--- src/design/ifmu_pkg.sv ---
// Package with the types, constants and helpers of the image flip and mirror unit.
`default_nettype none

package ifmu_pkg;

  localparam int MAX_WIDTH  = 256;
  localparam int MAX_HEIGHT = 256;
  localparam int PIXEL_BITS = 8;

  localparam int SIZE_BITS   = 9;
  localparam int MODE_BITS   = 2;
  localparam int COL_BITS    = $clog2(MAX_WIDTH);
  localparam int ROW_BITS    = $clog2(MAX_HEIGHT);
  localparam int STORE_DEPTH = 2 * MAX_WIDTH * MAX_HEIGHT;
  localparam int ADDR_BITS   = $clog2(STORE_DEPTH);

  localparam int FIFO_DEPTH     = 4;
  localparam int FIFO_PTR_BITS  = $clog2(FIFO_DEPTH);
  localparam int FIFO_CNT_BITS  = $clog2(FIFO_DEPTH + 1);

  localparam int CFG_DATA_BITS = 32;
  localparam int CFG_ADDR_BITS = 4;

  localparam logic CMD_WRITE = 1'b0;
  localparam logic CMD_DRAIN = 1'b1;

  typedef enum logic [MODE_BITS-1:0] {
    FLIP_VERT  = 2'd0,
    FLIP_HORIZ = 2'd1,
    FLIP_BOTH  = 2'd2
  } orient_e;

  typedef enum logic [1:0] {
    REG_FRAME_WIDTH  = 2'd0,
    REG_FRAME_HEIGHT = 2'd1,
    REG_ORIENT       = 2'd2
  } reg_idx_e;

  typedef struct packed {
    logic [SIZE_BITS-1:0] frame_width;
    logic [SIZE_BITS-1:0] frame_height;
    logic [MODE_BITS-1:0] orient;
  } cfg_t;

  typedef struct packed {
    logic                  we;
    logic [ADDR_BITS-1:0]  waddr;
    logic [PIXEL_BITS-1:0] wdata;
    logic                  re;
    logic [ADDR_BITS-1:0]  raddr;
    logic                  eol;
    logic                  eof;
  } op_t;

  // Sizes of zero act as one and sizes above the maximum act as the maximum.
  function automatic logic [SIZE_BITS-1:0] clamp_size(input logic [SIZE_BITS-1:0] v,
                                                     input logic [SIZE_BITS-1:0] maxv);
    logic [SIZE_BITS-1:0] res;
    if (v == '0) begin
      res = SIZE_BITS'(1);
    end else if (v > maxv) begin
      res = maxv;
    end else begin
      res = v;
    end
    return res;
  endfunction

endpackage

`default_nettype wire

--- src/design/ifmu_op_fifo.sv ---
// Short queue of store operations between the front end and the back end.
`default_nettype none

module ifmu_op_fifo import ifmu_pkg::*; (
  input  logic clk_i,
  input  logic rst_ni,
  input  logic push_i,
  input  op_t  op_i,
  output logic full_o,
  input  logic pop_i,
  output logic valid_o,
  output op_t  op_o
);

  op_t                     mem_q [FIFO_DEPTH];
  logic [FIFO_PTR_BITS-1:0] wr_ptr_q, wr_ptr_d, rd_ptr_q, rd_ptr_d;
  logic [FIFO_CNT_BITS-1:0] count_q, count_d;
  logic                     do_push, do_pop;

  always_comb begin
    valid_o = count_q != '0;
    full_o  = count_q == FIFO_CNT_BITS'(FIFO_DEPTH);
    op_o    = mem_q[rd_ptr_q];
    do_push = push_i && !full_o;
    do_pop  = pop_i && valid_o;

    wr_ptr_d = wr_ptr_q;
    rd_ptr_d = rd_ptr_q;
    count_d  = count_q;
    if (do_push) begin
      wr_ptr_d = (wr_ptr_q == FIFO_PTR_BITS'(FIFO_DEPTH - 1)) ? '0
                                                               : wr_ptr_q + FIFO_PTR_BITS'(1);
    end
    if (do_pop) begin
      rd_ptr_d = (rd_ptr_q == FIFO_PTR_BITS'(FIFO_DEPTH - 1)) ? '0
                                                               : rd_ptr_q + FIFO_PTR_BITS'(1);
    end
    if (do_push && !do_pop) begin
      count_d = count_q + FIFO_CNT_BITS'(1);
    end else if (do_pop && !do_push) begin
      count_d = count_q - FIFO_CNT_BITS'(1);
    end
  end

  always_ff @(posedge clk_i) begin
    if (do_push) begin
      mem_q[wr_ptr_q] <= op_i;
    end
  end

  always_ff @(posedge clk_i or negedge rst_ni) begin
    if (!rst_ni) begin
      wr_ptr_q <= '0;
      rd_ptr_q <= '0;
      count_q  <= '0;
    end else begin
      wr_ptr_q <= wr_ptr_d;
      rd_ptr_q <= rd_ptr_d;
      count_q  <= count_d;
    end
  end

endmodule

`default_nettype wire

--- config.mk ---
export PLATFORM = sky130hd
export DESIGN_NAME = ifmu_op_fifo
export DESIGN_NICKNAME = d
export VERILOG_FILES = /design/src/design/ifmu_pkg.sv /design/src/design/ifmu_op_fifo.sv
export SDC_FILE = /design/constraint.sdc
export NUM_CORES = 1
export LEC_CHECK = 0
export BUFFER_PORTS_ARGS = -buffer_cell sky130_fd_sc_hd__buf_4
export CORE_MARGIN = 5
export CORE_UTILIZATION = 61
export CTS_CLUSTER_DIAMETER = 40
export DETAILED_ROUTE_END_ITERATION = 8
export GPL_ROUTABILITY_DRIVEN = 0
export PLACE_DENSITY = 0.84
export SLEW_MARGIN = 25
export SYNTH_ARGS = -nofsm -noshare
export SYNTH_HDL_FRONTEND = slang
export SYNTH_SLANG_ARGS = --single-unit
--- constraint.sdc ---
create_clock -name clk_i -period 8.37 [get_ports clk_i]
set_clock_uncertainty 0.15 [all_clocks]
set_input_delay 0.837 -clock clk_i [delete_from_list [all_inputs] [get_ports clk_i]]
set_output_delay 0.837 -clock clk_i [all_outputs]
set_load 0.01 [all_outputs]
== Word level (Yosys, flattened, before mapping) ==
Memories as Yosys holds them, arrays and structs flattened.
Index checks and enable logic that the tools add are counted.
Cells by class
  $add $sub $neg: 4
  eq/ne operators: 3
  multiplexer cells: 6
  reduce and logical (&&, ||, !) cells: 9
Operator list (count)
  two-way mux 3 bit: 2
  adder 2 x 1 -> 2 bit (second input constant): 2
  == test 2 bit (second input constant): 2
  logical AND 1 bit: 4
  two-way mux 2 bit: 2
  adder 3 x 1 -> 3 bit (second input constant): 1
  == test 3 bit (second input constant): 1
  zero test 1 bit: 3
  nonzero test 3 bit: 1
  subtractor 3 x 1 -> 3 bit (second input constant): 1
  two-way mux 1 bit: 2
  nonzero test 2 bit: 1
Storage, ports and cells
  register bits after elaboration: 7
  RAM bits: 184
  input port bits: 50
  output and inout bits: 48
  word-level logic and storage cells: 26
  memories: 1
Memories
  mem_q: depth 4, bits a word 46, rd ports 1, clocked after Yosys merged registers in 0, write ports 1, RTL line ifmu_op_fifo.sv:15  | op_t mem_q [FIFO_DEPTH];

== Depth between registers and ports, before layout ==
Gate-level depths: netlist of run 1.
  depth after elaboration: 7
  mapped depth: 8
  mapped depth without buffers: 8

== Worst setup path after synthesis of run 1 ==
OpenSTA, ideal clock, no wires.
  path kind: input port to flip-flop
  start point: input port push_i
  end point: memory mem_q[3][0] in the netlist's numbering (enable)
  setup time: 450 ps
  data arrival time: 2830 ps
  required time: 7770 ps
  slack: 4940 ps
  stages on the path: 2
  buffers on the path: 0
  cell sequence: nand2_1 > nor2_1
On the way
  longest elaborated chain between the ends: 3
Ends and longest elaborated chain
  start: declaration: RTL line ifmu_op_fifo.sv:7  | input logic push_i,
  logical AND 1 bit: RTL line ifmu_op_fifo.sv:24  | do_push = push_i && !full_o;
  two-way mux 1 bit: RTL line ifmu_op_fifo.sv:46  | if (do_push) begin
  two-way mux 1 bit (not written as such): RTL line ifmu_op_fifo.sv:47  | mem_q[wr_ptr_q] <= op_i;
  end: declaration: RTL line ifmu_op_fifo.sv:15
No other way between the ends.

==> summary.md, run 1 <==
| Metric | Value |
|---|---|
| CTS Buf Count | 17 |
| 1st-pass router iterations | 4 |
| Syn_nets | 334 |
| Total GRT Usage | 0.183 |
| I/O pins | 98 |
| Total core area | 11400 um^2 |
| Met1 usage | 0.239 |
| Final Power | 3.00 mW |
| Setup TNS | 0 ns |
| Largest net degree at the start of global routing | 50 |
| Critical path class | reg2out |
| CP Launch Type | flip-flop |
| Unique masters post-synth | 20 |
| Crit. End Element | primary output |
| WP data required | 7.38 ns |
| CP arrival | 2.10 ns |
| Die area | 13800 um^2 |
| Post-DP HPWL | 6960 um |
| Vias | 3120 |
| Max_cap viols | 0 |
| Clock root buffer master | clkbuf_16 |
| Worst slew margin | 0.536 |
| Clock Path Buffers | 2 |
| Total number of yosys warnings | 0 |
| Via density | 5.75 |
| H-tree levels | 4 |
| Fin worst setup slack | 5.28 ns |
| Post-CTS setup buffer count | 0 |
| Latest clock arrival within the worst-skew pair | 0.41 ns |
| Pre-CTS setup slack | 5.45 ns |
| Post-Route WL | 12200 um |
| Global route overflow | 0 |
| Die width | 118 um |
| Fmax | 324 MHz |
| Routed wire length per instance | 22.5 um |
| GRT met2 Usage | 0.302 |
| Die H | 118 um |
| LEAKAGE | 2.93 nW |
| RSZ-0062 raised after global routing | no |
| Vias in the first global route | 3466 |
| Syn avg cell area | 25.5 um^2 |
| CTS Hold Bufs | 0 |
| Pins Over Slew Limit | 0 |
| Final ANT Viol Nets | 0 |
| Initial antenna violation count | 0 |
| Status | finished clean |
| Syn Inst Count | 277 |
| Mapped Area | 7070 um^2 |
| Worst Tran Pin Value | 0.696 ns |
| Initial drt markers | 231 |
| Pwr dens | 353 nW/um^2 |
| Hold Vio Cnt, Final | 0 |
| Area grow syn2layout | 20.4% |
| Fin Hold WS | 0.0741 ns |
| Port buffer count | 97 |
| # setup viols final | 0 |
| Final core utilization | 0.748 |
| CTS tree | done |
| Fin nets | 445 |
| Final Cycle Share | 0.369 |
| Worst min path class | in2async |
| Yosys reg bits | 191 |
| Worst VDD drop | 0.000269 V |
| CTS resizes | 0 |
| Row Count | 39 |
| GRT Max-Usage Layer | met2 |
| Drt drc | 0 |
| Crit path max fanout | 36 |
| Minimum clock period | 3.09 ns |
| Sequential share of the synthesized area | 0.807 |
| Clk slew on worst S/H paths | 0.06 ns |
| Share of cells above drive strength 1 | 0.468 |
| First-pass GRT wire length | 19200 um |
| Clk sinks | 191 |
| Initial Util | 0.622 |
| Grt met3 use | 0.0596 |
| Diode count | 0 |
## cells by family (layout without fill, tap and decap cells)
logic type / Yosys count / after routing / synth area share
AND/OR/NAND/NOR: 12 / 12 / 0.00974
XOR/XNOR: 3 / 3 / 0.00372
multiplexers: 51 / 51 / 0.155
adder cells (fa/ha/maj): 7 / 7 / 0.0135
buffers and inverters: 13 / 136 / 0.0119
flip-flops: 191 / 191 / 0.807
## final timing paths
kind	depth (start not counted)	to	start	slack [ns]
worst max register to register	8	count_q[2]	count_q[2]	6.01
worst min register to register	1	count_q[2]	count_q[2]	0.37
max in group asynchronous	1	rd_ptr_q[1]	rst_ni	7.85
worst min-delay path	1	count_q[0]	rst_ni	0.07
worst max-delay path	3	op_o[1]	rd_ptr_q[0]	5.28
min in group clk_i	1	count_q[2]	count_q[2]	0.37
## metal layers
metal  share of wire  vias to the layer above
met5               0                        -
met4          0.0025                        0
met3           0.054                        4
met2            0.52                       93
met1            0.42                     1636
li1                -                     1387
## synth_stat cells
cell | instances | share of area
buf_4 | 2 | 0.0021
buf_2 | 4 | 0.0028
buf_6 | 3 | 0.0048
xnor2_1 | 1 | 0.0012
dfrtp_1 | 7 | 0.025
nor2_1 | 4 | 0.0021
nor3b_2 | 1 | 0.0018
ha_1 | 6 | 0.011
clkbuf_1 | 1 | 0.00053
inv_1 | 3 | 0.0016
nand2_2 | 1 | 0.00089
mux4_2 | 46 | 0.15
mux2_2 | 5 | 0.0080
nand2_1 | 1 | 0.00053
nor2b_1 | 1 | 0.00089
edfxtp_1 | 184 | 0.78
fa_1 | 1 | 0.0028
xor2_1 | 2 | 0.0025
or3_1 | 1 | 0.00089
and2_1 | 3 | 0.0027
## power breakdown
group | switching, mW | leakage [nW] | internal, mW | total, mW
Clock | 0.315 | 0.247 | 0.406 | 0.721
Combinational | 0.403 | 0.918 | 0.487 | 0.890
Sequential | 0.122 | 1.77 | 1.27 | 1.39
Total | 0.840 | 2.93 | 2.16 | 3.00
## registers in the layout, summed over array words and instances, names as in the netlist
signal    flops
mem_q       184
count_q       3
rd_ptr_q      2
wr_ptr_q      2
## cell usage in the layout (no fill, tap or decap), types with 2 or more instances in the layout
| master | instances |
|---|---|
| nor2_1 | 3 |
| mux4_2 | 46 |
| buf_4 | 101 |
| inv_1 | 3 |
| and2_2 | 3 |
| dfrtp_1 | 5 |
| clkinv_1 | 2 |
| clkinv_4 | 2 |
| clkinv_2 | 2 |
| xor2_1 | 2 |
| mux2_2 | 5 |
| clkbuf_1 | 3 |
| clkinvlp_4 | 4 |
| ha_1 | 6 |
| edfxtp_1 | 184 |
| dfrtp_4 | 2 |
| clkbuf_16 | 17 |
## worst max-delay path: stages, from the launching register on
cell and delay (ns):
dfrtp_4 0.62, buf_16 0.30, mux4_2 0.59, buf_4 0.17
## metrics by stage
step / std cells / cell area, um^2
final: 543 / 8510
after global routing: 543 / 8510
after CTS: 542 / 8480
after detailed placement: 511 / 7950
after global placement: 511 / 7950
after floorplan: 277 / 7070
## layout make-up
type	count	area [um^2]
clock buffer	20	437
clock inverter	11	95.1
fill	659	2860
inverter	3	11.3
multi-input combinational	73	1290
sequential	191	5710
tap	143	179
timing repair buffer	102	786
No activity file was read; power rests on OpenSTA's default activity.
==> run 2: changes to the inputs <==
- CORE_UTILIZATION: 61 -> 51
- PLACE_DENSITY: 0.84 -> 0.75
- clock period: 8.37 -> 2.6 ns (I/O delays scaled with it)
==> summary.md, run 2 (same netlist as run 1, synthesis figures left out) <==
| Metric | Value |
|---|---|
| Minimum clock period | 2.49 ns |
| Pwr dens | 1110 nW/um^2 |
| Worst slew margin | 0.607 |
| Commonest non-fill, non-tap cell in the layout | edfxtp_1 |
| H-tree levels | 4 |
| Internal Power | 7.38 mW |
| CP arrival | 2.08 ns |
| Switching power | 2.80 mW |
| Comb pwr share | 0.307 |
| Crit-path most repeated cell | buf_4 |
| Final ANT Viol Nets | 0 |
| Fill cell count | 859 |
| CP Launch Type | flip-flop |
| Crit path max fanout | 21 |
| Max_cap viols | 0 |
| Finished Layout Cells | 636 |
| Routed wire length per instance | 19.9 um |
| Fmax | 402 MHz |
| LEAKAGE | 3.22 nW |
| Final Power | 10.2 mW |
| Clock power share | 0.262 |
| Clk sinks | 191 |
| Clock Path Buffers | 2 |
| CTS resizes | 0 |
| Diode count | 0 |
| Vias in the first global route | 3606 |
| Most frequent cells in the layout | edfxtp_1 (184), buf_4 (106), dlygate4sd3_1 (47) |
| WP data required | 2.19 ns |
| Registers with the most flip-flops | mem_q x184, count_q x3 |
| Die H | 128 um |
| I/O pins | 98 |
| Area grow syn2layout | 30.2% |
| Largest reg by FF count | mem_q |
| Sequential share of power | 0.431 |
| Placed cell count | 557 |
| Die width | 128 um |
| Worst VDD drop | 0.000532 V |
| Status | finished clean |
| Drt drc | 0 |
| Vias | 3363 |
| 1st-pass router iterations | 4 |
| Post-Route WL | 12700 um |
| Slowest cell on the critical path | dfrtp_2 |
| Initial Util | 0.515 |
| Share of cells above drive strength 1 | 0.434 |
| CP Cell Sequence | buf_4, mux4_2, buf_4 |
| Worst min path class | in2async |
| Setup TNS | 0 ns |
| CTS Hold Bufs | 47 |
| Port buffer count | 97 |
| Final Cycle Share | 0.957 |
| Multi-input combinational cell area | 1290 um^2 |
| Hold Vio Cnt, Final | 0 |
| First-pass GRT wire length | 19700 um |
| Worst Tran Pin Value | 0.590 ns |
| Critical path class | reg2out |
| Initial drt markers | 217 |
| Max reg flops | 184 |
| Via density | 5.29 |
| CTS Buf Count | 17 |
| Clk slew on worst S/H paths | 0.06 ns |
| Pins Over Slew Limit | 0 |
| Global route overflow | 0 |
| Clock root buffer master | clkbuf_16 |
| Largest net degree at the start of global routing | 47 |
| RSZ-0062 raised after global routing | no |
| CTS tree | done |
| FF+latch area | 5710 um^2 |
| Initial antenna violation count | 0 |
| Fin nets | 500 |
| Latest clock arrival within the worst-skew pair | 0.42 ns |
| Crit. End Element | primary output |
| Total core area | 13700 um^2 |
| Total GRT Usage | 0.164 |
| CP peak stage delay | 0.75 ns |
| Die area | 16300 um^2 |
| Post-CTS setup buffer count | 0 |
| # setup viols final | 0 |
| Row Count | 43 |
| Switching Fraction | 0.275 |
## run 2: cell count changes in the layout (fill, tap and decap cells not counted), moves of 3 or more
cell / previous run / this run
bufinv_16: 1 / 4
buf_12: 0 / 4
clkbuf_1: 3 / 0
buf_4: 101 / 106
dlygate4sd3_1: 0 / 47
## run 2: per-layer routing
metal	share of wire	global-route usage	vias to the layer above	wire, um
li1	-	-	1499	-
met1	0.41	0.213	1741	5260
met2	0.51	0.269	109	6440
met3	0.061	0.0479	14	779
met4	0.016	0.0574	0	204
met5	0	0	-	0
## run 2: area by class of cell
cell class,count,area share
repair buffers,157,0.146
multi-input cells,73,0.141
clock inverters,15,0.0209
well taps,180,0.0245
inverters,3,0.00122
clock buffers,17,0.0462
flip-flops and latches,191,0.620
## run 2: worst max-delay path: cells and delay by family (launching register included)
kind     cells  cell delay (ns)
buf+inv      2             0.53
flops        1             0.75
mux          1             0.37
## run 2: worst paths after layout
kind | to | slack (ns) | startpoint | depth (start not counted)
max | op_o[28] | 0.11 | rd_ptr_q[1] | 3
min | count_q[1] | 0.03 | rst_ni | 2
max reg2reg | count_q[2] | 0.31 | count_q[0] | 8
min reg2reg | count_q[2] | 0.34 | count_q[2] | 1
max in group asynchronous | rd_ptr_q[0] | 2.13 | rst_ni | 2
min in group clk_i | rd_ptr_q[0] | 0.08 | pop_i | 3
## run 2: power by group through the flow
stage | Sequential (mW) | Combinational, mW | Clock (mW)
finish | 4.38 | 3.13 | 2.67
global route | 4.45 | 3.36 | 2.86
CTS | 4.40 | 3.21 | 2.71
detailed placement | 4.45 | 3.14 | 0
global placement | 4.40 | 3.11 | 0
floorplan | 4.27 | 1.90 | 0
## run 2: per-stage QoR
stage / hold WS, ns / utilization / setup slack [ns] / instance area [um^2]
5_1_grt: 0.0345 / 0.671 / 0.00196 / 9200
3_5_place_dp: -0.0735 / 0.591 / 0.315 / 8110
6_report: 0.0339 / 0.671 / 0.112 / 9200
2_1_floorplan: -0.186 / - / 0.0418 / 7070
3_3_place_gp: -0.0759 / 0.591 / 0.418 / 8110
4_1_cts: 0.0154 / 0.671 / 0.0701 / 9200
