`src/design/ifmu_pkg.sv`:
```
// Package with the types, constants and helpers of the image flip and mirror unit.
`default_nettype none

package ifmu_pkg;

  localparam int MAX_WIDTH  = 256;
  localparam int MAX_HEIGHT = 256;
  localparam int PIXEL_BITS = 8;

  localparam int SIZE_BITS   = 9;
  localparam int MODE_BITS   = 2;
  localparam int COL_BITS    = $clog2(MAX_WIDTH);
  localparam int ROW_BITS    = $clog2(MAX_HEIGHT);
  localparam int STORE_DEPTH = 2 * MAX_WIDTH * MAX_HEIGHT;
  localparam int ADDR_BITS   = $clog2(STORE_DEPTH);

  localparam int FIFO_DEPTH     = 4;
  localparam int FIFO_PTR_BITS  = $clog2(FIFO_DEPTH);
  localparam int FIFO_CNT_BITS  = $clog2(FIFO_DEPTH + 1);

  localparam int CFG_DATA_BITS = 32;
  localparam int CFG_ADDR_BITS = 4;

  localparam logic CMD_WRITE = 1'b0;
  localparam logic CMD_DRAIN = 1'b1;

  typedef enum logic [MODE_BITS-1:0] {
    FLIP_VERT  = 2'd0,
    FLIP_HORIZ = 2'd1,
    FLIP_BOTH  = 2'd2
  } orient_e;

  typedef enum logic [1:0] {
    REG_FRAME_WIDTH  = 2'd0,
    REG_FRAME_HEIGHT = 2'd1,
    REG_ORIENT       = 2'd2
  } reg_idx_e;

  typedef struct packed {
    logic [SIZE_BITS-1:0] frame_width;
    logic [SIZE_BITS-1:0] frame_height;
    logic [MODE_BITS-1:0] orient;
  } cfg_t;

  typedef struct packed {
    logic                  we;
    logic [ADDR_BITS-1:0]  waddr;
    logic [PIXEL_BITS-1:0] wdata;
    logic                  re;
    logic [ADDR_BITS-1:0]  raddr;
    logic                  eol;
    logic                  eof;
  } op_t;

  // Sizes of zero act as one and sizes above the maximum act as the maximum.
  function automatic logic [SIZE_BITS-1:0] clamp_size(input logic [SIZE_BITS-1:0] v,
                                                     input logic [SIZE_BITS-1:0] maxv);
    logic [SIZE_BITS-1:0] res;
    if (v == '0) begin
      res = SIZE_BITS'(1);
    end else if (v > maxv) begin
      res = maxv;
    end else begin
      res = v;
    end
    return res;
  endfunction

endpackage

`default_nettype wire

```
`src/design/ifmu_front.sv`:
```
// Front end: accepts requests, tracks write and read positions and builds store operations.
`default_nettype none

module ifmu_front import ifmu_pkg::*; (
  input  logic                  clk_i,
  input  logic                  rst_ni,
  input  logic                  in_valid_i,
  output logic                  in_stall_o,
  input  logic                  cmd_i,
  input  logic [PIXEL_BITS-1:0] pixel_in_i,
  input  cfg_t                  cfg_i,
  input  logic                  fifo_full_i,
  output logic                  push_o,
  output op_t                   op_o
);

  logic                 accept;
  logic [SIZE_BITS-1:0] w_eff, h_eff, w_eff_m1, h_eff_m1;
  logic [COL_BITS-1:0]  w_m1, sc, wc;
  logic [ROW_BITS-1:0]  h_m1, sr, wr;
  logic                 vert, horiz, rd_eol, rd_eof, col_over;

  logic [COL_BITS-1:0] write_col_q, write_col_d, read_col_q, read_col_d;
  logic [ROW_BITS-1:0] write_row_q, write_row_d, read_row_q, read_row_d;
  logic [COL_BITS-1:0] held_w_m1_q, held_w_m1_d;
  logic [ROW_BITS-1:0] held_h_m1_q, held_h_m1_d;
  logic                write_bank_q, write_bank_d, frame_ready_q, frame_ready_d;

  always_comb begin
    accept   = in_valid_i && !fifo_full_i;
    w_eff    = clamp_size(cfg_i.frame_width, SIZE_BITS'(MAX_WIDTH));
    h_eff    = clamp_size(cfg_i.frame_height, SIZE_BITS'(MAX_HEIGHT));
    w_eff_m1 = w_eff - SIZE_BITS'(1);
    h_eff_m1 = h_eff - SIZE_BITS'(1);
    w_m1     = w_eff_m1[COL_BITS-1:0];
    h_m1     = h_eff_m1[ROW_BITS-1:0];
    vert     = cfg_i.orient != FLIP_HORIZ;
    horiz    = cfg_i.orient != FLIP_VERT;

    sc     = horiz ? (held_w_m1_q - read_col_q) : read_col_q;
    sr     = vert ? (held_h_m1_q - read_row_q) : read_row_q;
    rd_eol = read_col_q == held_w_m1_q;
    rd_eof = rd_eol && (read_row_q == held_h_m1_q);

    col_over = write_col_q > w_m1;
    if (col_over) begin
      wc = '0;
      wr = (write_row_q < h_m1) ? (write_row_q + ROW_BITS'(1)) : '0;
    end else begin
      wc = write_col_q;
      wr = (write_row_q > h_m1) ? h_m1 : write_row_q;
    end

    write_col_d   = write_col_q;
    write_row_d   = write_row_q;
    write_bank_d  = write_bank_q;
    read_col_d    = read_col_q;
    read_row_d    = read_row_q;
    frame_ready_d = frame_ready_q;
    held_w_m1_d   = held_w_m1_q;
    held_h_m1_d   = held_h_m1_q;

    op_o.we    = 1'b0;
    op_o.waddr = {write_bank_q, wr, wc};
    op_o.wdata = pixel_in_i;
    op_o.re    = 1'b0;
    op_o.raddr = {~write_bank_q, sr, sc};
    op_o.eol   = rd_eol;
    op_o.eof   = rd_eof;

    if (accept && frame_ready_q) begin
      op_o.re = 1'b1;
      if (rd_eof) begin
        frame_ready_d = 1'b0;
        read_col_d    = '0;
        read_row_d    = '0;
      end else if (rd_eol) begin
        read_col_d = '0;
        read_row_d = read_row_q + ROW_BITS'(1);
      end else begin
        read_col_d = read_col_q + COL_BITS'(1);
      end
    end

    if (accept && (cmd_i == CMD_WRITE)) begin
      op_o.we = 1'b1;
      if (wc == w_m1) begin
        write_col_d = '0;
        if (wr == h_m1) begin
          write_row_d   = '0;
          write_bank_d  = ~write_bank_q;
          frame_ready_d = 1'b1;
          held_w_m1_d   = w_m1;
          held_h_m1_d   = h_m1;
          read_col_d    = '0;
          read_row_d    = '0;
        end else begin
          write_row_d = wr + ROW_BITS'(1);
        end
      end else begin
        write_col_d = wc + COL_BITS'(1);
        write_row_d = wr;
      end
    end

    push_o     = accept && (op_o.we || op_o.re);
    in_stall_o = fifo_full_i;
  end

  always_ff @(posedge clk_i or negedge rst_ni) begin
    if (!rst_ni) begin
      write_col_q   <= '0;
      write_row_q   <= '0;
      write_bank_q  <= 1'b0;
      read_col_q    <= '0;
      read_row_q    <= '0;
      frame_ready_q <= 1'b0;
      held_w_m1_q   <= '0;
      held_h_m1_q   <= '0;
    end else begin
      write_col_q   <= write_col_d;
      write_row_q   <= write_row_d;
      write_bank_q  <= write_bank_d;
      read_col_q    <= read_col_d;
      read_row_q    <= read_row_d;
      frame_ready_q <= frame_ready_d;
      held_w_m1_q   <= held_w_m1_d;
      held_h_m1_q   <= held_h_m1_d;
    end
  end

endmodule

`default_nettype wire

```
`config.mk`:
```
export PLATFORM = sky130hd
export DESIGN_NAME = ifmu_front
export DESIGN_NICKNAME = d
export VERILOG_FILES = /design/src/design/ifmu_pkg.sv /design/src/design/ifmu_front.sv
export SDC_FILE = /design/constraint.sdc
export NUM_CORES = 1
export LEC_CHECK = 0
export BUFFER_PORTS_ARGS = -buffer_cell sky130_fd_sc_hd__buf_2
export CAP_MARGIN = 20
export CORE_ASPECT_RATIO = 0.9
export CORE_UTILIZATION = 45
export CTS_CLUSTER_SIZE = 10
export DETAILED_ROUTE_END_ITERATION = 12
export PLACE_DENSITY = 0.68
export SKIP_LAST_GASP = 1
export SLEW_MARGIN = 20
export SYNTH_ARGS = -nofsm -noshare
export SYNTH_HDL_FRONTEND = slang
export SYNTH_SLANG_ARGS = --single-unit
```
`constraint.sdc`:
```
create_clock -name clk_i -period 4.6 [get_ports clk_i]
set_input_delay 0.46 -clock clk_i [delete_from_list [all_inputs] [get_ports clk_i]]
set_output_delay 0.46 -clock clk_i [all_outputs]
set_load 0.02 [all_outputs]
```
* After elaboration in Yosys (flattened, before gate mapping)
Cells that the tools add are included.
** Storage, ports and cells
- Logic and storage cells :: 72
- Register bits :: 50
- Output and inout port bits :: 48
- Input port bits :: 33
** Operators by class
- $lt $le $gt $ge :: 5
- Reduce and logical (&&, ||, !) cells :: 11
- Equality and inequality tests :: 5
- Add/subtract/negate cells :: 9
- Muxes and demuxes :: 32
- Bitwise logic cells :: 2
** Operators with widths (number)
- $mux W8 :: 25
- $add A8 B1 Y8 const B :: 5
- $eq A8 B8 Y1 :: 4
- $gt A9 B9 Y1 const B :: 2
- $logic_not A9 Y1 :: 2
- $gt A8 B8 Y1 :: 2
- $sub A8 B1 Y8 const B :: 2
- $sub A8 B8 Y8 :: 2
- $lt A8 B8 Y1 :: 1
- $mux W1 :: 7
- $logic_and A1 B1 Y1 :: 5
- $reduce_and A3 Y1 :: 1
- $ne A2 B1 Y1 const B :: 1
- $not A1 Y1 :: 2
- $reduce_bool A2 Y1 :: 1
- $logic_not A1 Y1 :: 1
- $logic_or A1 B1 Y1 :: 1

* Depth between registers and ports, before layout
Gate-level depths: netlist of run 1.
- Depth after elaboration :: 11
- Depth in mapped cells :: 23
- Mapped depth without buffers :: 21

* Least setup slack after synthesis of run 1
No wires, ideal clock.
- Path kind :: input port to flip-flop
- Start point :: in cfg_i[13] (netlist bit)
- End point :: reg held_h_m1_q[2]
- Setup time :: 128 ps
- Data arrival time :: 5450 ps
- Data required time :: 4472 ps
- Stages on the path :: 19
- Setup slack :: -978 ps
- Path buffers :: 1
- Cell sequence :: nor4_2 > nand2_1 > nor2_1 > o21bai_1 > ha_1 > nor2b_1 > a221oi_1 > ha_1 > nand4_1 > or3b_2 > a221oi_1 > mux2_2 > a21oi_1 > nand2b_1 > a2111oi_0 > nand2_1 > nor3_4 > buf_6 > mux2_1
** RTL lines
- from (decl) :: RTL line ifmu_front.sv:11 : input cfg_t cfg_i,
- to (signal assigned) :: RTL line ifmu_front.sv:128 : held_h_m1_q <= held_h_m1_d;
- to (decl) :: RTL line ifmu_front.sv:26 : logic [ROW_BITS-1:0] held_h_m1_q, held_h_m1_d;

* Worst setup path in the final report of run 1
- Start point :: in cfg_i[13] (netlist bit)
- End point :: reg write_row_q[7]
** On the way
- Word-level cells in the longest chain between the ends :: 9
- Elaborated cells on any way between the ends :: 13
- Classes of those cells :: add/sub (2); order compare (2); eq/ne (2); mux (6); reduce/logical (1)
** Ends and longest elaborated chain
- $gt A9 B9 Y1 :: RTL line ifmu_pkg.sv:61 : end else if (v > maxv) begin
- $mux W8 :: RTL line ifmu_pkg.sv:61
- $mux W8 * :: RTL line ifmu_pkg.sv:59 : if (v == '0) begin
- $sub A8 B1 Y8 * :: RTL line ifmu_front.sv:33 : w_eff_m1 = w_eff - SIZE_BITS'(1);
- via w_eff_m1[0] :: RTL line ifmu_front.sv:18 : logic [SIZE_BITS-1:0] w_eff, h_eff, w_eff_m1, h_eff_m1;
- $gt A8 B8 Y1 :: RTL line ifmu_front.sv:45 : col_over = write_col_q > w_m1;
- $mux W8 :: RTL line ifmu_front.sv:46 : if (col_over) begin
- $add A8 B1 Y8 / $eq A8 B8 Y1 (equally long branches) :: RTL line ifmu_front.sv:98, ifmu_front.sv:89
- $mux W8 :: RTL line ifmu_front.sv:89 : if (wr == h_m1) begin
- $mux W8 * :: RTL line ifmu_front.sv:87 : if (wc == w_m1) begin
- to (signal assigned) :: RTL line ifmu_front.sv:122 : write_row_q <= write_row_d;
- to (decl) :: RTL line ifmu_front.sv:24 : logic [ROW_BITS-1:0] write_row_q, write_row_d, read_row_q, read_row_d;
Mark *: on every way through the listed nets, which the timed path passes. The rest lies on a longest branch.
A chain may end at the register's enable or synchronous reset.

==> impl_results.md, run 1 <==
- Run status: completed
- Site Rows: 36
- Seq/Total Area, Yosys: between 20% and 30%
- I/O pins: between 80 and 90
- Tmin final: ~4500 ps
- First-pass GRT wire length: approximately 24 mm
- Routed vias/inst: around 5.7
- Root buffer cell: clkbuf_16
- WP depth: 23
- Port bufs: 64
- Clock slew at reported path FFs: approximately 70 ps
- Finished layout cell area: around 6600 um^2
- Final period util: a little over nine tenths
- Fraction of layout cells with a size suffix above 1: between 20% and 30%
- Slowest stage delay, CP: slightly above 400 ps
- Worst setup startpoint: cfg_i[13]
- CTS buffer count: 5
- Leakage: a little over 3 nW
- Final slew viol count: 0
- Pwr Density: 230 nW/um^2
- Post-synth EDFFs: 0
- Syn. warnings: 0
- Die Y-Extent: 103 um
- Ys async rst share: between 90% and 100%
- # fillers: ~1k
- DP Wirelength: about 11 mm
- VDD IR-drop max: 0.207 mV
- Syn Nets: between 700 and 800
- Distinct cells, synth: 67
- Clock network power share: about 25%
- Starting density of the core: a little under half
- Final WL: roughly 15 mm
- Area Growth Syn to Fin: 30.1%
- Sw frac: around 38%
- Num Clock Sinks: 50
- Die width: between 100 and 150 um
- Worst Path Required: between 4000 and 5000 ps
- Area contributors post-synth: dfrtp_1, ha_1, xnor2_1
- Reg-to-reg critical path startpoint: write_col_q[2]
- Core region area: 10900 um^2
- Top post-synthesis cells by count: nand2_1, inv_1, dfrtp_1, nor2_1, a21oi_1
- Slew margin rel.: about 46%
- Clock latency on the worst-skew pair: 290 ps
- Mapped cell area: 5080 um^2
- Via Count: between 5k and 6k
- Vias in the first global route: between 5k and 6k
- Final setup viols: 0
- Total iterations of the first detailed-routing run: 5
- DRT iter0 DRCs: approximately 340
- Remaining DRCs: 0
- Area leader, netlist: dfrtp_1
- Routed Antenna Nets: 0
- Initial antenna violation count: 0
- Die Area: between 10000 and 15000 um^2
- Max FO, Critical Path: 6
- Sequential power share: 34.4%
- GRT overflow: 0
- Placed cell area: 6140 um^2
- Post-synth top area share: between 20 and 25%
- Syn avg cell area: ~7.7 um^2
- NetSw: 0.575 mW
- Largest net degree at the start of global routing: 51
- Worst hold path class: in -> async
- Number of synthesized register bits: 50
- Final Net Count: 854
- H-tree depth: 2
- Final RePlAce weighted congestion: 0.917
- FMAX: roughly 0.22 GHz
- Setup tns final: 0 ps
- Cell count of the worst reg-to-reg path: 14
- Least-Margin Pin Slew: slightly above 800 ps
- Int Pwr: 0.942 mW
- Count leader, synth: nand2_1
- CTS Buffer Depth: 2
- Slowest cell on crit path: or3b_4
- CP cell instances: buf_6 > nor4_4 > nand2_1 > nor2_1 > o21bai_1 > ha_2 > nor3b_4 > o21ai_2 > inv_1 > ha_1 > nand4_1 > or3b_4 > buf_6 > a221oi_4 > mux2_4 > a21oi_2 > nand2b_4 > a2111oi_4 > buf_4 > nand4_1 > nor4_2 > xnor2_1 > o31ai_1
- Crit path capture type: register
- Syn Inst Count: about 660
- Layout Skew: around 4.3 ps
- N_diodes: 0
- CP Launch Type: input pin
- Max-cap violations: 0
- TritonCTS clock tree: built
- Data arrival, critical path: between 4000 and 5000 ps
- WS Path Type: in -> reg
- Combinational share of power: ~40%
- Most used DFF post-synth: dfrtp_1
- Routed wire per std cell: about 16 um
- Final hold violation count: 0
- RSZ-0062 raised after global routing: yes
- Worst Path Buf+Inv: 4
- CP delay by family, top: simple AND/OR/NAND/NOR gates
- GRT Resource Usage Total: about 26%
## worst paths after layout
kind                       slack (ps)             end
min reg2reg                       480   frame_ready_q
max                                80  write_row_q[7]
max reg2reg                       840  write_row_q[7]
max in group asynchronous        3870  write_col_q[2]
min in group clk_i                480   frame_ready_q
min                               280   read_col_q[4]
## per-stage QoR
| stage | hold WS (ps) | std cells | util [%] | power, mW | setup WS, ps |
|---|---|---|---|---|---|
| 3_5_place_dp | 467 | 916 | 56.3 | 1.11 | -182 |
| 4_1_cts | 307 | 923 | 57.7 | 1.48 | 41.0 |
| 6_report | 280 | 937 | 60.6 | 1.52 | 75.3 |
| 3_3_place_gp | 462 | 916 | 56.3 | 1.10 | -75.2 |
| 5_1_grt | 329 | 937 | 60.6 | 1.61 | -206 |
| 2_1_floorplan | 164 | 661 | - | 0.887 | -121 |
## worst reg2reg max path, cell delays in order, from the launching register on
cell and delay, ps:
dfrtp_1 520, ha_4 350, and3_4 190, or3b_4 390, buf_6 130, a221oi_4 280
mux2_4 200, a21oi_2 40, nand2b_4 140, a2111oi_4 390, buf_4 200, nand4_1 160
nor4_2 310, xnor2_1 110, o31ai_1 240
## timing repair
item | 4_1_cts | 5_1_grt
gates cloned | 0 | 1
buffers inserted | 0 | 13
hold endpoints to repair | 0 | 0
endpoints found under the setup margin | 2 | 45
hold buffers | 0 | 0
gates resized for setup | 3 | 42
pin swaps | 0 | 23
## final cells by class
| cell class | count | area, um^2 | area share, % |
|---|---|---|---|
| Inverter | 53 | 199 | 3.01 |
| Multi-Input combinational cell | 518 | 3740 | 56.6 |
| Clock inverter | 2 | 15.0 | 0.227 |
| Clock buffer | 5 | 125 | 1.89 |
| Timing Repair Buffer | 157 | 1090 | 16.4 |
| Tap cell | 152 | 190 | 2.88 |
| Sequential cell | 50 | 1250 | 18.9 |
## routing by layer
metal  global-route usage (%)  wire, um
met1                     35.1      6980
met2                     44.4      7180
met3                     3.70       775
met4                     4.50       128
met5                        0         0
## sequential cells by signal, indices dropped and copies added, names as in the netlist
name and cells:
held_h_m1_q 8, read_col_q 8, frame_ready_q 1, read_row_q 8, held_w_m1_q 8, write_bank_q 1
write_row_q 8, write_col_q 8
## power groups by stage
stage | logic, mW | registers [mW] | clock network [mW]
floorplan | 0.390 | 0.497 | 0
global placement | 0.570 | 0.525 | 0
detailed placement | 0.581 | 0.528 | 0
CTS | 0.586 | 0.519 | 0.380
global route | 0.679 | 0.528 | 0.400
finish | 0.621 | 0.521 | 0.375
## cell families after synthesis
family	after synthesis	synth area share, %
AOI/OAI and AO/OA	175	21.9
and+or+nand+nor	245	24.7
muxes	24	4.98
xor gates and xnor gates	38	6.55
buffers and inverters	93	8.08
adders and majority gates	36	9.16
DFF	50	24.6
## layout by cell type, fill, tap and decap left out, types with 7 or more instances in the layout
cell type,n
ha_1,31
and3_1,9
nor3_1,18
xor2_1,7
nor2b_1,8
xnor2_1,29
o21ai_0,43
mux2i_1,14
and2_1,10
buf_4,88
nand2_1,57
inv_1,50
dfrtp_1,50
a211oi_1,7
a21oi_1,44
buf_2,61
nand2b_1,13
o31ai_1,12
nand3_1,26
nand4_1,10
a21o_1,8
nor2_1,47
or3_1,9
Power figures use the tool's default switching activity.
==> run 2: changes to the inputs <==
--- a/config.mk
+++ b/config.mk
@@ -9,9 +9,11 @@
 export CAP_MARGIN = 20
 export CORE_ASPECT_RATIO = 0.9
 export CORE_UTILIZATION = 45
+export CTS_BUF_LIST = sky130_fd_sc_hd__clkbuf_4
 export CTS_CLUSTER_SIZE = 10
 export DETAILED_ROUTE_END_ITERATION = 12
 export PLACE_DENSITY = 0.68
+export SETUP_SLACK_MARGIN = 0.4
 export SKIP_LAST_GASP = 1
 export SLEW_MARGIN = 20
 export SYNTH_ARGS = -nofsm -noshare
==> impl_results.md, run 2 (synthesis gave the netlist of run 1 again) <==
- Run status: completed
- Placed Cells: between 900 and 1k
- CTS buffer count: 5
- Fin cells: 996
- Sw frac: 40.8%
- N_diodes: 0
- Num Clock Sinks: 50
- GRT Resource Usage Total: between 20% and 30%
- Initial antenna violation count: 0
- Combinational share of power: about half
- Leakage: 3.41 nW
- CTS Buffer Depth: 2
- Int Pwr: 0.893 mW
- Pwr Density: 199 nW/um^2
- WS Path Type: in -> reg
- Max FO, Critical Path: 8
- Layout Skew: roughly 7.7 ps
- I/O pins: between 80 and 90
- Root buffer cell: clkbuf_4
- Worst Path Required: 4860 ps
- Tmin final: 4470 ps
- Least-Margin Pin Slew: between 1000 and 1500 ps
- Fraction of layout cells with a size suffix above 1: about two fifths
- Routed Antenna Nets: 0
- Via Count: roughly 5.8k
- Routed vias/inst: 5.82
- Largest net degree at the start of global routing: between 50 and 60
- Final core occ: between 60 and 70%
- Vias in the first global route: around 5.5k
- FMAX: ~0.22 GHz
- Clock network power share: about 15%
- First-pass GRT wire length: 26.2 mm
- Final WL: roughly 17 mm
- DP Worst Slack: -240 ps
- # fillers: just over 800
- Slew margin rel.: between 20% and 30%
- Final setup viols: 0
- Most frequent cells in the layout: buf_4, nand2_1, buf_2
- Sequential power share: between 30% and 40%
- TritonCTS clock tree: built
- Overall power: ~1.5 mW
- Site Rows: 36
- Final hold violation count: 0
- Crit path capture type: register
- DRT iter0 DRCs: roughly 450
- Post-route setup slack: between 100 and 150 ps
- GRT overflow: 0
- Core region area: between 10000 and 15000 um^2
- DP Wirelength: approximately 11 mm
- RSZ-0062 raised after global routing: yes
- Clock slew at reported path FFs: 160 ps
- Finished layout cell area: between 7000 and 8000 um^2
- Most common cell after layout, fill and taps aside: buf_4
- Data arrival, critical path: 4730 ps
- Port bufs: between 60 and 70
- # hold bufs at CTS: 0
- Die width: 114 um
- Die Area: between 10000 and 15000 um^2
- Placed cell area: between 6000 and 7000 um^2
- Worst hold path class: in -> async
- Min Hold Slack: about 160 ps
- Final period util: between 90% and 100%
- Routed wire per std cell: roughly 17 um
- VDD IR-drop max: 0.229 mV
- Die Y-Extent: about 100 um
- Final Net Count: just over 900
- Clock latency on the worst-skew pair: roughly 400 ps
- Max-cap violations: 0
- CP Launch Type: input pin
- Final RePlAce weighted congestion: roughly 0.97
- Final slew viol count: 0
- Setup tns final: 0 ps
- H-tree depth: 2
- Starting density of the core: between 40 and 50%
- Remaining DRCs: 0
- Total iterations of the first detailed-routing run: 5
- Area Growth Syn to Fin: 49.1%
- NetSw: ~0.6 mW
-- run 2: critical path, cell delays in order --
cell	delay (ps)
buf_8	100
nor4_4	320
nand2_1	110
nor2_1	110
o21bai_1	90
ha_2	230
nor3b_2	160
o21ai_1	160
inv_1	90
ha_1	280
nand4_1	100
buf_4	160
a21oi_2	150
buf_4	160
a22o_4	150
buf_4	120
nand2_1	80
nor2_1	300
a21oi_1	100
nor3_1	150
o21bai_1	100
o31a_1	330
nor3_4	270
buf_12	180
buf_6	100
buf_6	110
a211oi_2	40
-- run 2: final cells by class --
cell class	instances	area, um^2	area share [%]
timing repair buffer	215	1720	22.7
inverter	53	201	2.66
multi-input combinational	518	4150	54.9
clock inverter	3	21.3	0.281
sequential	50	1250	16.5
tap	152	190	2.51
clock buffer	5	37.5	0.496
-- run 2: per-layer routing --
layer | track usage (%) | vias up | routed length, um
met5 | 0 | - | 0
met4 | 6.69 | 0 | 424
met3 | 3.17 | 54 | 1040
met2 | 48.5 | 254 | 8210
met1 | 37.5 | 2758 | 7430
li1 | - | 2733 | -
-- run 2: power by group through the flow --
stage | combinational [mW] | clock [mW] | sequential, mW
after floorplan | 0.404 | 0 | 0.497
after global placement | 0.550 | 0 | 0.527
after detailed placement | 0.561 | 0 | 0.528
after CTS | 0.673 | 0.228 | 0.520
after global routing | 0.816 | 0.245 | 0.530
final | 0.759 | 0.225 | 0.525
-- run 2: worst paths after layout --
path	from	end	slack (ps)	depth (start not counted)
worst max-delay path	cfg_i[14]	read_row_q[4]	130	27
worst min-delay path	rst_ni	write_bank_q	160	2
worst max register to register	write_row_q[1]	read_row_q[4]	860	16
worst min register to register	frame_ready_q	frame_ready_q	520	1
max in group asynchronous	rst_ni	write_col_q[6]	4000	2
min in group clk_i	fifo_full_i	frame_ready_q	410	4
-- run 2: repair_timing --
| action | in CTS | in global routing |
|---|---|---|
| gates cloned | 1 | 0 |
| hold endpoints to repair | 0 | 0 |
| gates resized for setup | 87 | 81 |
| setup buffers | 62 | 20 |
| pin swaps | 49 | 40 |
| setup endpoints to repair | 41 | 62 |
